[config.mk]
export PLATFORM = sky130hd
export DESIGN_NAME = acm_ram
export DESIGN_NICKNAME = d
export VERILOG_FILES = /design/src/assert_macros.svh /design/src/acm_ram.sv
export SDC_FILE = /design/constraint.sdc
export NUM_CORES = 1
export LEC_CHECK = 0
export BUFFER_PORTS_ARGS = -buffer_cell sky130_fd_sc_hd__buf_2
export CAP_MARGIN = 30
export CORE_ASPECT_RATIO = 0.5
export CORE_MARGIN = 3
export CORE_UTILIZATION = 30
export CTS_CLUSTER_DIAMETER = 50
export DETAILED_ROUTE_END_ITERATION = 8
export GPL_TIMING_DRIVEN = 0
export SYNTH_ARGS = -nofsm -noshare
export SYNTH_HDL_FRONTEND = slang
export SYNTH_SLANG_ARGS = --single-unit
[constraint.sdc]
create_clock -name clk_i -period 2 [get_ports clk_i]
set_clock_uncertainty 0.1 [all_clocks]
set_input_delay 0.4 -clock clk_i [delete_from_list [all_inputs] [get_ports clk_i]]
set_output_delay 0.4 -clock clk_i [all_outputs]
set_load 0.05 [all_outputs]
[src/assert_macros.svh]
// Assertion macros shared by the RTL of the string matcher.
// Needs a clock named clk_i and an active-low reset named rst_ni in scope.
`ifndef ASSERT_MACROS_SVH
`define ASSERT_MACROS_SVH

// Checks an implication on every rising edge outside reset.
`define ACM_ASSERT(lbl, prop, msg) \
  lbl: assert property (@(posedge clk_i) disable iff (!rst_ni) prop) else $error(msg);

// Checks a property that must hold at every rising edge outside reset.
`define ACM_ASSERT_ALWAYS(lbl, expr, msg) \
  lbl: assert property (@(posedge clk_i) disable iff (!rst_ni) (expr)) else $error(msg);

`endif

[src/acm_ram.sv]
// Generic simple dual-port RAM: one write port, one registered read port.
// No dependencies.
`default_nettype none

module acm_ram #(
  parameter int unsigned WIDTH = 8,
  parameter int unsigned DEPTH = 16,
  localparam int unsigned AW   = (DEPTH > 1) ? $clog2(DEPTH) : 1
) (
  input  wire logic             clk_i,
  input  wire logic             we_i,
  input  wire logic [AW-1:0]    waddr_i,
  input  wire logic [WIDTH-1:0] wdata_i,
  input  wire logic [AW-1:0]    raddr_i,
  output logic      [WIDTH-1:0] rdata_o
);

  logic [WIDTH-1:0] mem_q [DEPTH];

  always_ff @(posedge clk_i) begin
    if (we_i) begin
      mem_q[waddr_i] <= wdata_i;
    end
    rdata_o <= mem_q[raddr_i];
  end

endmodule

`default_nettype wire
# Yosys cells after proc, flatten, opt, wreduce, memory -nomap -nowiden
# Memory sizes are Yosys's and may differ from the RTL's. A register that Yosys moved wholly into a read port is not among the register bits.
# Index checks and enable logic that the tools add are counted.
dict set report op_classes {
  n_shift 0
  n_reduce_logical 0
  n_mux 2
  n_addsub 0
  n_lt_le_gt_ge 0
  div_mod_pow 0
  n_bitwise 0
  mul 0
  eq_ne 0
}
# operator count
set ops {}
lappend ops {{$mux 1} 2}
dict set report totals {
  rom_bits 0
  elab_cells 3
  inputBits 18
  n_memories 1
  latch_bits 0
  output_inout_bits 8
  mem_bits_rw 128
  reg_bits 0
}
# name depth word_bits rd rd_ports_with_merged_regs wr line
set mem_list {}
lappend mem_list {mem_q 16 8 1 1 1 acm_ram.sv:18} ;# logic [WIDTH-1:0] mem_q [DEPTH];

# Depth between registers and ports, before layout
# Gate-level depths: netlist of the first run.
dict set report logic_depth {
  word_depth 2
  depth_mapped 5
  mapped_depth_nobuf 3
}

# Worst setup path after synthesis of the first run
# OpenSTA, ideal clock, no wires.
dict set report synth_timing {
  path_type {input to register}
  startpoint {input waddr_i[2]}
  endpoint {memory mem_q[0][0] (enable)}
  t_arrival_ns 1.510
  slack_ns 0.007
  setup_time_ns 0.383
  t_required_ns 1.517
  cell_stages 2
  path_cell_list {or3b_2 -> nor3_1}
}
# item line
set synth_lines {}
lappend synth_lines {{start: declaration} acm_ram.sv:12} ;# input wire logic [AW-1:0] waddr_i,
lappend synth_lines {{end: declaration} acm_ram.sv:18}
# Straight into the memory's write port.

# Worst setup path after layout of the first run
dict set report layout_timing {
  startpoint {input waddr_i[2]}
  endpoint {memory mem_q[3][7] (enable)}
}
# Straight into the memory's write port.

==> results of run 1 <==
==> how the worst max path moves through the flow <==
stage | end | slack [ns] | depth (start not counted)
after detailed placement | mem_q[2][0] | -0.21 | 3
final | mem_q[3][7] | 0.25 | 3
after CTS | mem_q[2][2] | 0.23 | 3
after global routing | mem_q[0][5] | 0.18 | 4
after floorplan | mem_q[0][0] | 0.007 | 2
after global placement | mem_q[0][0] | -0.47 | 3
==> worst max-delay path: stages <==
cell and delay, ns:
buf_2 0.12, or3b_2 0.53, nor2_1 0.63
==> flip-flops by register name (all words and copies together) (netlist names) <==
signal,cells
mem_q,128
rdata_o,8
==> synthesized netlist by cell type <==
library cell / instances
edfxtp_1: 128
mux4_2: 18
a22oi_1: 16
mux4_1: 14
nor2_1: 13
nand2_1: 9
dfxtp_1: 8
nor3_1: 4
buf_2: 3
buf_6: 3
clkdlybuf4s25_2: 3
nand2b_1: 2
nand3b_1: 2
and2_1: 1
and2b_1: 1
buf_4: 1
nand3_1: 1
nor2b_1: 1
or3b_2: 1
==> cells by family (layout without fill, tap and decap cells) <==
logic type,Yosys count,count (layout)
buffers and inverters,10,70
muxes,32,32
AOI/OAI and AO/OA,16,16
DFF,136,136
and+or+nand+nor,35,35
==> area by class of cell <==
class                   instances  area (sq um)  area share
flip-flops and latches        136          4000       0.650
clock buffers                  18           429      0.0697
repair buffers                 28           150      0.0244
multi-input cells              83          1060       0.172
clock inverters                14           149      0.0242
plain buffers                  10          86.3      0.0140
well taps                     227           284      0.0461
==> per-stage QoR <==
step           worst slack, ns  utilization  hold WS [ns]
2_1_floorplan          0.00713            -         0.399
3_5_place_dp            -0.208        0.336         0.556
4_1_cts                  0.229        0.371         0.271
6_report                 0.254        0.371         0.290
5_1_grt                  0.175        0.371         0.287
3_3_place_gp            -0.472        0.334         0.571
==> routing by layer <==
metal / track usage / part of all wire
met1: 0.135 / 0.38
met2: 0.204 / 0.55
met3: 0.0281 / 0.064
met4: 0.0372 / 0.0071
met5: 0 / 0
==> report_power, final <==
part,switching [mW],internal [mW]
Clock,1.17,1.84
Combinational,0.242,0.128
Sequential,0.0159,3.19
Total,1.42,5.16
==> results.json, run 1 <==
{
  "synthMuxAreaShare": 0.150,
  "setup_viol": 0,
  "synth_top_area_frac": 0.747,
  "grt.total_usage": 0.114,
  "final_area_sq_um": 6160,
  "cp_max_fo": 8,
  "clk_latency_ns": 0.41,
  "grt_pass1_vias": 2518,
  "fillers": 1512,
  "period_needed_ns": 1.75,
  "die_height_um": 98.6,
  "setup_tns_ns": 0,
  "synth_area_sq_um": 5150,
  "ys_types": 19,
  "rsz0062_at_grt": "no",
  "cts_tree": "built",
  "drc": 0,
  "syn_avg_cell_area_sq_um": 22.5,
  "max-clock-path-buffers": 2,
  "synth_top_family_by_area": "multiplexers",
  "drt_wl_total_um": 10200,
  "maxSlewViolCount": 0,
  "reg2reg_depth": 3,
  "crit_path_start_kind": "input port",
  "drt-initial-drc-count": 182,
  "final_nets": 294,
  "syn_nets": 247,
  "clk_pin_slew_ns": 0.06,
  "antenna_found_initial": 0,
  "core_sq_um": 16600,
  "critPathCaptureType": "register",
  "gp_congestion": 0.758,
  "p_leak_nw": 2.03,
  "status": "completed",
  "synth_cells": 229,
  "max_freq_ghz": 0.573,
  "synth-adder-area-share": 0,
  "finalPower_mw": 6.58,
  "cts_max_level": 4,
  "critPathKind": "in -> reg",
  "hold_violations": 0,
  "maxCapViolations": 0,
  "fp-row-count": 33,
  "cts_resized": 0,
  "synth-compound-area-share": 0.0233,
  "hold_depth": 1,
  "period_share": 0.873,
  "worst_ep_required_time_ns": 1.94,
  "arrival_ns": 1.68,
  "mostFrequentLayoutCell": "edfxtp_1",
  "rr_endpoint": "rdata_o[2]",
  "synth.top_cells.by_area": "edfxtp_1, mux4_2, mux4_1, dfxtp_1, a22oi_1",
  "vias": 2390,
  "cts_hold_buf": 0,
  "synth-seq-cells": 136,
  "slew_headroom": 0.437,
  "cts_num_sinks": 136,
  "yosys_warnings": 0,
  "numCtsBuffers": 17,
  "dpl_cell_area_sq_um": 5580,
  "numPortBuffers": 24,
  "worstMarginPinSlew_ns": 0.841,
  "grt_max_degree": 17,
  "drive_gt1_frac": 0.304,
  "detail_route.wl_per_cell_um": 19.8,
  "p_per_area_nw_per_um2": 1070,
  "yosysTopAreaCell": "edfxtp_1",
  "hold_start": "wdata_i[5]",
  "syn_to_final_growth_pct": 19.7,
  "stdcell_count": 516,
  "dr.pass1.iters": 4,
  "crit_path_start": "waddr_i[2]",
  "floorplan.initialDensity": 0.310,
  "min_to": "mem_q[14][5]",
  "hpwl_um": 6550,
  "r2r_slack_ns": 0.40,
  "cts-root-buf": "clkbuf_16",
  "io_pins": 26,
  "synth_xor_area_frac": 0,
  "diodes": 0,
  "place_inst": 484,
  "grt.overflow.total": 0,
  "seq_area_frac_synth": 0.778,
  "avgViaCountPerCell": 4.63,
  "die_w_um": 191,
  "ant_nets": 0,
  "die_area_sq_um": 18900,
  "grt_pass1_wl_um": 15300,
  "min_path_type": "in -> reg",
  "r2r_start": "mem_q[0][2]",
  "synth-simple-area-share": 0.0318,
  "post-cts-setup-buffers": 0,
  "most-common-layout-cells": "edfxtp_1, buf_2, mux4_2, clkbuf_16, a22oi_1",
  "ir_drop_uv": 454
}
Power figures use the tool's default switching activity.
==> run 2: changes to the inputs <==
--- a/config.mk
+++ b/config.mk
@@ -9,10 +9,11 @@
 export CAP_MARGIN = 30
 export CORE_ASPECT_RATIO = 0.5
 export CORE_MARGIN = 3
-export CORE_UTILIZATION = 30
+export CORE_UTILIZATION = 54
 export CTS_CLUSTER_DIAMETER = 50
 export DETAILED_ROUTE_END_ITERATION = 8
 export GPL_TIMING_DRIVEN = 0
+export PLACE_DENSITY = 0.74
 export SYNTH_ARGS = -nofsm -noshare
 export SYNTH_HDL_FRONTEND = slang
 export SYNTH_SLANG_ARGS = --single-unit
==> results.json, run 2 (synthesized netlist as in run 1, its figures left out) <==
{
  "status": "completed",
  "ant_nets": 0,
  "core_sq_um": 8980,
  "floorplan.initialDensity": 0.573,
  "critPathKind": "in -> reg",
  "final_nets": 294,
  "post-cts-setup-buffers": 0,
  "finalPower_mw": 6.31,
  "grt.total_usage": 0.198,
  "stdcell_count": 406,
  "max-clock-path-buffers": 2,
  "fillers": 549,
  "hold_depth": 1,
  "maxSlewViolCount": 0,
  "drc": 0,
  "slew_headroom": 0.445,
  "dr.pass1.iters": 4,
  "max_freq_ghz": 0.555,
  "rr_endpoint": "rdata_o[1]",
  "largest_reg_flops": 128,
  "syn_to_final_growth_pct": 16.0,
  "worstMarginPinSlew_ns": 0.829,
  "fin_hold_ws_ns": 0.288,
  "min_path_type": "in -> reg",
  "drt-initial-drc-count": 236,
  "hold_start": "wdata_i[5]",
  "detail_route.wl_per_cell_um": 23.7,
  "die_height_um": 75.0,
  "dp_worst_setup_slack_ns": -0.199,
  "reg_top3": "mem_q x128, rdata_o x8",
  "hpwl_um": 6280,
  "reg2reg_depth": 3,
  "period_needed_ns": 1.80,
  "rsz0062_at_grt": "no",
  "cts_num_sinks": 136,
  "switchingPower_mw": 1.29,
  "grt_pass1_vias": 2539,
  "worst_ep_required_time_ns": 2.01,
  "final_area_sq_um": 5970,
  "grt_pass1_wl_um": 14400,
  "die_area_sq_um": 10800,
  "maxCapViolations": 0,
  "pwr-share-comb": 0.058,
  "cp_max_fo": 5,
  "fin_ws_ns": 0.199,
  "gp_congestion": 0.821,
  "cts_hold_buf": 0,
  "cellInternalPower_mw": 5.03,
  "p_clk_frac": 0.435,
  "grt.overflow.total": 0,
  "crit_path_start_kind": "input port",
  "cts-root-buf": "clkbuf_16",
  "drive_gt1_frac": 0.280,
  "arrival_ns": 1.81,
  "min_to": "mem_q[2][5]",
  "numCtsBuffers": 17,
  "p_leak_nw": 2.02,
  "cts_tree": "built",
  "clk_pin_slew_ns": 0.06,
  "vias": 2403,
  "seqPwrFrac": 0.508,
  "antenna_found_initial": 0,
  "r2r_start": "mem_q[0][1]",
  "p_per_area_nw_per_um2": 1060,
  "diodes": 0,
  "avgViaCountPerCell": 5.92,
  "fp-row-count": 24,
  "p_sw_frac": 0.204,
  "most-common-layout-cells": "edfxtp_1, buf_2, mux4_2, clkbuf_16, a22oi_1",
  "setup_viol": 0,
  "ir_drop_uv": 596,
  "r2r_slack_ns": 0.38,
  "regArea_sq_um": 4000,
  "setup_tns_ns": 0,
  "multi_input_area_sq_um": 1060,
  "mostFrequentLayoutCell": "edfxtp_1",
  "cts_max_level": 4,
  "post-route-util": 0.665,
  "clk_latency_ns": 0.41,
  "critPathCaptureType": "register",
  "cts_resized": 0,
  "hold_violations": 0,
  "grt_max_degree": 17,
  "period_share": 0.901,
  "place_inst": 374,
  "dpl_cell_area_sq_um": 5440,
  "largest-register": "mem_q",
  "io_pins": 26,
  "die_w_um": 144,
  "drt_wl_total_um": 9640,
  "numPortBuffers": 24
}
## run 2: changes by cell type in the layout (fill, tap and decap cells not counted)
| cell | previous run | this run |
|---|---|---|
| clkinv_4 | 2 | 0 |
| clkinvlp_4 | 4 | 0 |
| clkbuf_1 | 1 | 8 |
| inv_6 | 3 | 0 |
| bufinv_16 | 2 | 0 |
| clkbuf_8 | 0 | 4 |
## run 2: layout make-up
type	instances	share of cell area
clock inverter	3	0.00252
multi-input combinational	83	0.177
buffer	10	0.0145
tap	117	0.0245
sequential	136	0.671
timing repair buffer	28	0.0252
clock buffer	29	0.0855
## run 2: worst max path at each step
stage / from / endpoint / slack [ns] / cells past startpoint
floorplan: waddr_i[2] / mem_q[0][0] / 0.007 / 2
global placement: waddr_i[2] / mem_q[0][2] / -0.50 / 3
detailed placement: waddr_i[2] / mem_q[0][0] / -0.20 / 4
CTS: waddr_i[2] / mem_q[0][0] / 0.19 / 4
global route: waddr_i[2] / mem_q[0][0] / 0.13 / 4
finish: waddr_i[2] / mem_q[0][0] / 0.20 / 4
## run 2: power groups by stage
stage,clock network [mW],logic [mW],registers [mW]
after CTS,2.78,0.367,3.21
final,2.75,0.363,3.21
after global placement,0,0.356,3.26
after global routing,2.90,0.388,3.21
after floorplan,0,0.162,3.33
after detailed placement,0,0.364,3.26
## run 2: layer usage
layer	global-route usage	share of wire
met1	0.266	0.45
met2	0.308	0.48
met3	0.0660	0.062
met4	0.0772	0.013
met5	0	0
## run 2: worst max-delay path, cell delays in order
cell	delay, ns
buf_2	0.12
or3b_2	0.51
nor3_1	0.51
buf_4	0.27
==> run 3: changes to the inputs <==
--- a/config.mk
+++ b/config.mk
@@ -7,13 +7,13 @@
 export LEC_CHECK = 0
 export BUFFER_PORTS_ARGS = -buffer_cell sky130_fd_sc_hd__buf_2
 export CAP_MARGIN = 30
-export CORE_ASPECT_RATIO = 0.5
+export CORE_ASPECT_RATIO = 1.4
 export CORE_MARGIN = 3
-export CORE_UTILIZATION = 54
+export CORE_UTILIZATION = 55
 export CTS_CLUSTER_DIAMETER = 50
 export DETAILED_ROUTE_END_ITERATION = 8
 export GPL_TIMING_DRIVEN = 0
-export PLACE_DENSITY = 0.74
+export PLACE_DENSITY = 0.73
 export SYNTH_ARGS = -nofsm -noshare
 export SYNTH_HDL_FRONTEND = slang
 export SYNTH_SLANG_ARGS = --single-unit
==> constraint.sdc (replaced) <==
create_clock -name clk_i -period 2.2 [get_ports clk_i]
set_clock_uncertainty 0.1 [all_clocks]
set_input_delay 0.44 -clock clk_i [delete_from_list [all_inputs] [get_ports clk_i]]
set_output_delay 0.44 -clock clk_i [all_outputs]
set_load 0.05 [all_outputs]
==> results.json, run 3 (synthesized netlist as in run 1, its figures left out) <==
{
  "grt_max_degree": 17,
  "fillers": 568,
  "max_freq_ghz": 0.563,
  "dr.pass1.iters": 5,
  "clk_latency_ns": 0.41,
  "diodes": 0,
  "cp_max_fo": 8,
  "die_height_um": 120,
  "drive_gt1_frac": 0.294,
  "drc": 0,
  "fin_ws_ns": 0.425,
  "cts_num_sinks": 136,
  "ir_drop_uv": 790,
  "max-clock-path-buffers": 2,
  "reg_top3": "mem_q x128, rdata_o x8",
  "hold_violations": 0,
  "vias": 2470,
  "cts_tree": "built",
  "io_pins": 26,
  "die_w_um": 87.8,
  "maxSlewViolCount": 0,
  "gp_congestion": 0.828,
  "crit_path_start_kind": "input port",
  "critical_path.slowest_cell": "nor2_1",
  "grt_pass1_wl_um": 14900,
  "drt_wl_total_um": 9960,
  "p_per_area_nw_per_um2": 1030,
  "clk_pin_slew_ns": 0.05,
  "worstMarginPinSlew_ns": 0.802,
  "critPathCaptureType": "register",
  "grt_pass1_vias": 2497,
  "maxCapViolations": 0,
  "cts_max_level": 4,
  "period_needed_ns": 1.78,
  "antenna_found_initial": 1,
  "setup_viol": 0,
  "avgViaCountPerCell": 6.24,
  "hpwl_um": 6160,
  "setup_tns_ns": 0,
  "numPortBuffers": 24,
  "syn_to_final_growth_pct": 17.7,
  "cts-root-buf": "clkbuf_16",
  "most-common-layout-cells": "edfxtp_1, buf_2, mux4_2, clkbuf_16, a22oi_1",
  "status": "completed",
  "largest-register": "mem_q",
  "drt-initial-drc-count": 200,
  "cts_hold_buf": 0,
  "min_path_type": "in -> reg",
  "crit_path_start": "waddr_i[2]",
  "final_nets": 294,
  "arrival_ns": 1.70,
  "slowest_delay_ns": 0.63,
  "worst_ep_required_time_ns": 2.13,
  "r2r_start": "mem_q[0][1]",
  "numCtsBuffers": 17,
  "core_sq_um": 9080,
  "mostFrequentLayoutCell": "edfxtp_1",
  "critPathKind": "in -> reg",
  "fp-row-count": 41,
  "cts_resized": 0,
  "path_cells": "buf_2 > or3b_2 > nor2_1",
  "detail_route.wl_per_cell_um": 25.1,
  "largest_reg_flops": 128,
  "die_area_sq_um": 10600,
  "slew_headroom": 0.464,
  "rsz0062_at_grt": "no",
  "ant_nets": 0,
  "floorplan.initialDensity": 0.567,
  "grt.total_usage": 0.211,
  "grt.overflow.total": 0,
  "post-cts-setup-buffers": 0,
  "period_share": 0.807,
  "hold_start": "wdata_i[5]",
  "p_leak_nw": 2.06,
  "dp_worst_setup_slack_ns": -0.0139
}
[run 3: worst max-delay path, delay by kind of cell]
family | cells | cell delay (ns)
and+or+nand+nor | 2 | 1.14
buffers and inverters | 1 | 0.12
[run 3: final timing paths]
check	to	slack, ns	cells past startpoint
setup reg to reg	rdata_o[1]	0.59	3
hold / removal	mem_q[4][5]	0.33	1
hold reg to reg	rdata_o[1]	0.56	3
setup / recovery	mem_q[3][5]	0.42	3
[run 3: layout make-up]
cell class	count	area, sq um	share of cell area
Tap cell	107	134	0.0221
Sequential cell	136	4000	0.661
Clock buffer	17	425	0.0702
Clock inverter	15	206	0.0341
Buffer	10	86.3	0.0142
Multi-Input combinational cell	83	1060	0.174
Timing Repair Buffer	28	148	0.0244
[run 3: stage by stage]
stage | util | hold WS [ns] | cells | area, sq um | total power [mW]
2_1_floorplan | - | 0.439 | 229 | 5150 | 3.17
3_3_place_gp | 0.595 | 0.551 | 360 | 5400 | 3.29
3_5_place_dp | 0.598 | 0.558 | 364 | 5430 | 3.30
4_1_cts | 0.667 | 0.324 | 396 | 6060 | 6.26
5_1_grt | 0.667 | 0.332 | 396 | 6060 | 6.38
6_report | 0.667 | 0.335 | 396 | 6060 | 6.23
[run 3: where the power goes]
part	switching, mW	total (mW)	internal [mW]
registers	0.0138	2.91	2.90
logic	0.219	0.335	0.117
clock network	0.990	2.98	1.99
[run 3: layer usage]
metal	GRT usage	up-vias	routed length, um
li1	-	1067	-
met2	0.332	118	5260
met5	0	-	7
met4	0.0883	2	243
met3	0.0654	19	670
met1	0.272	1264	3770
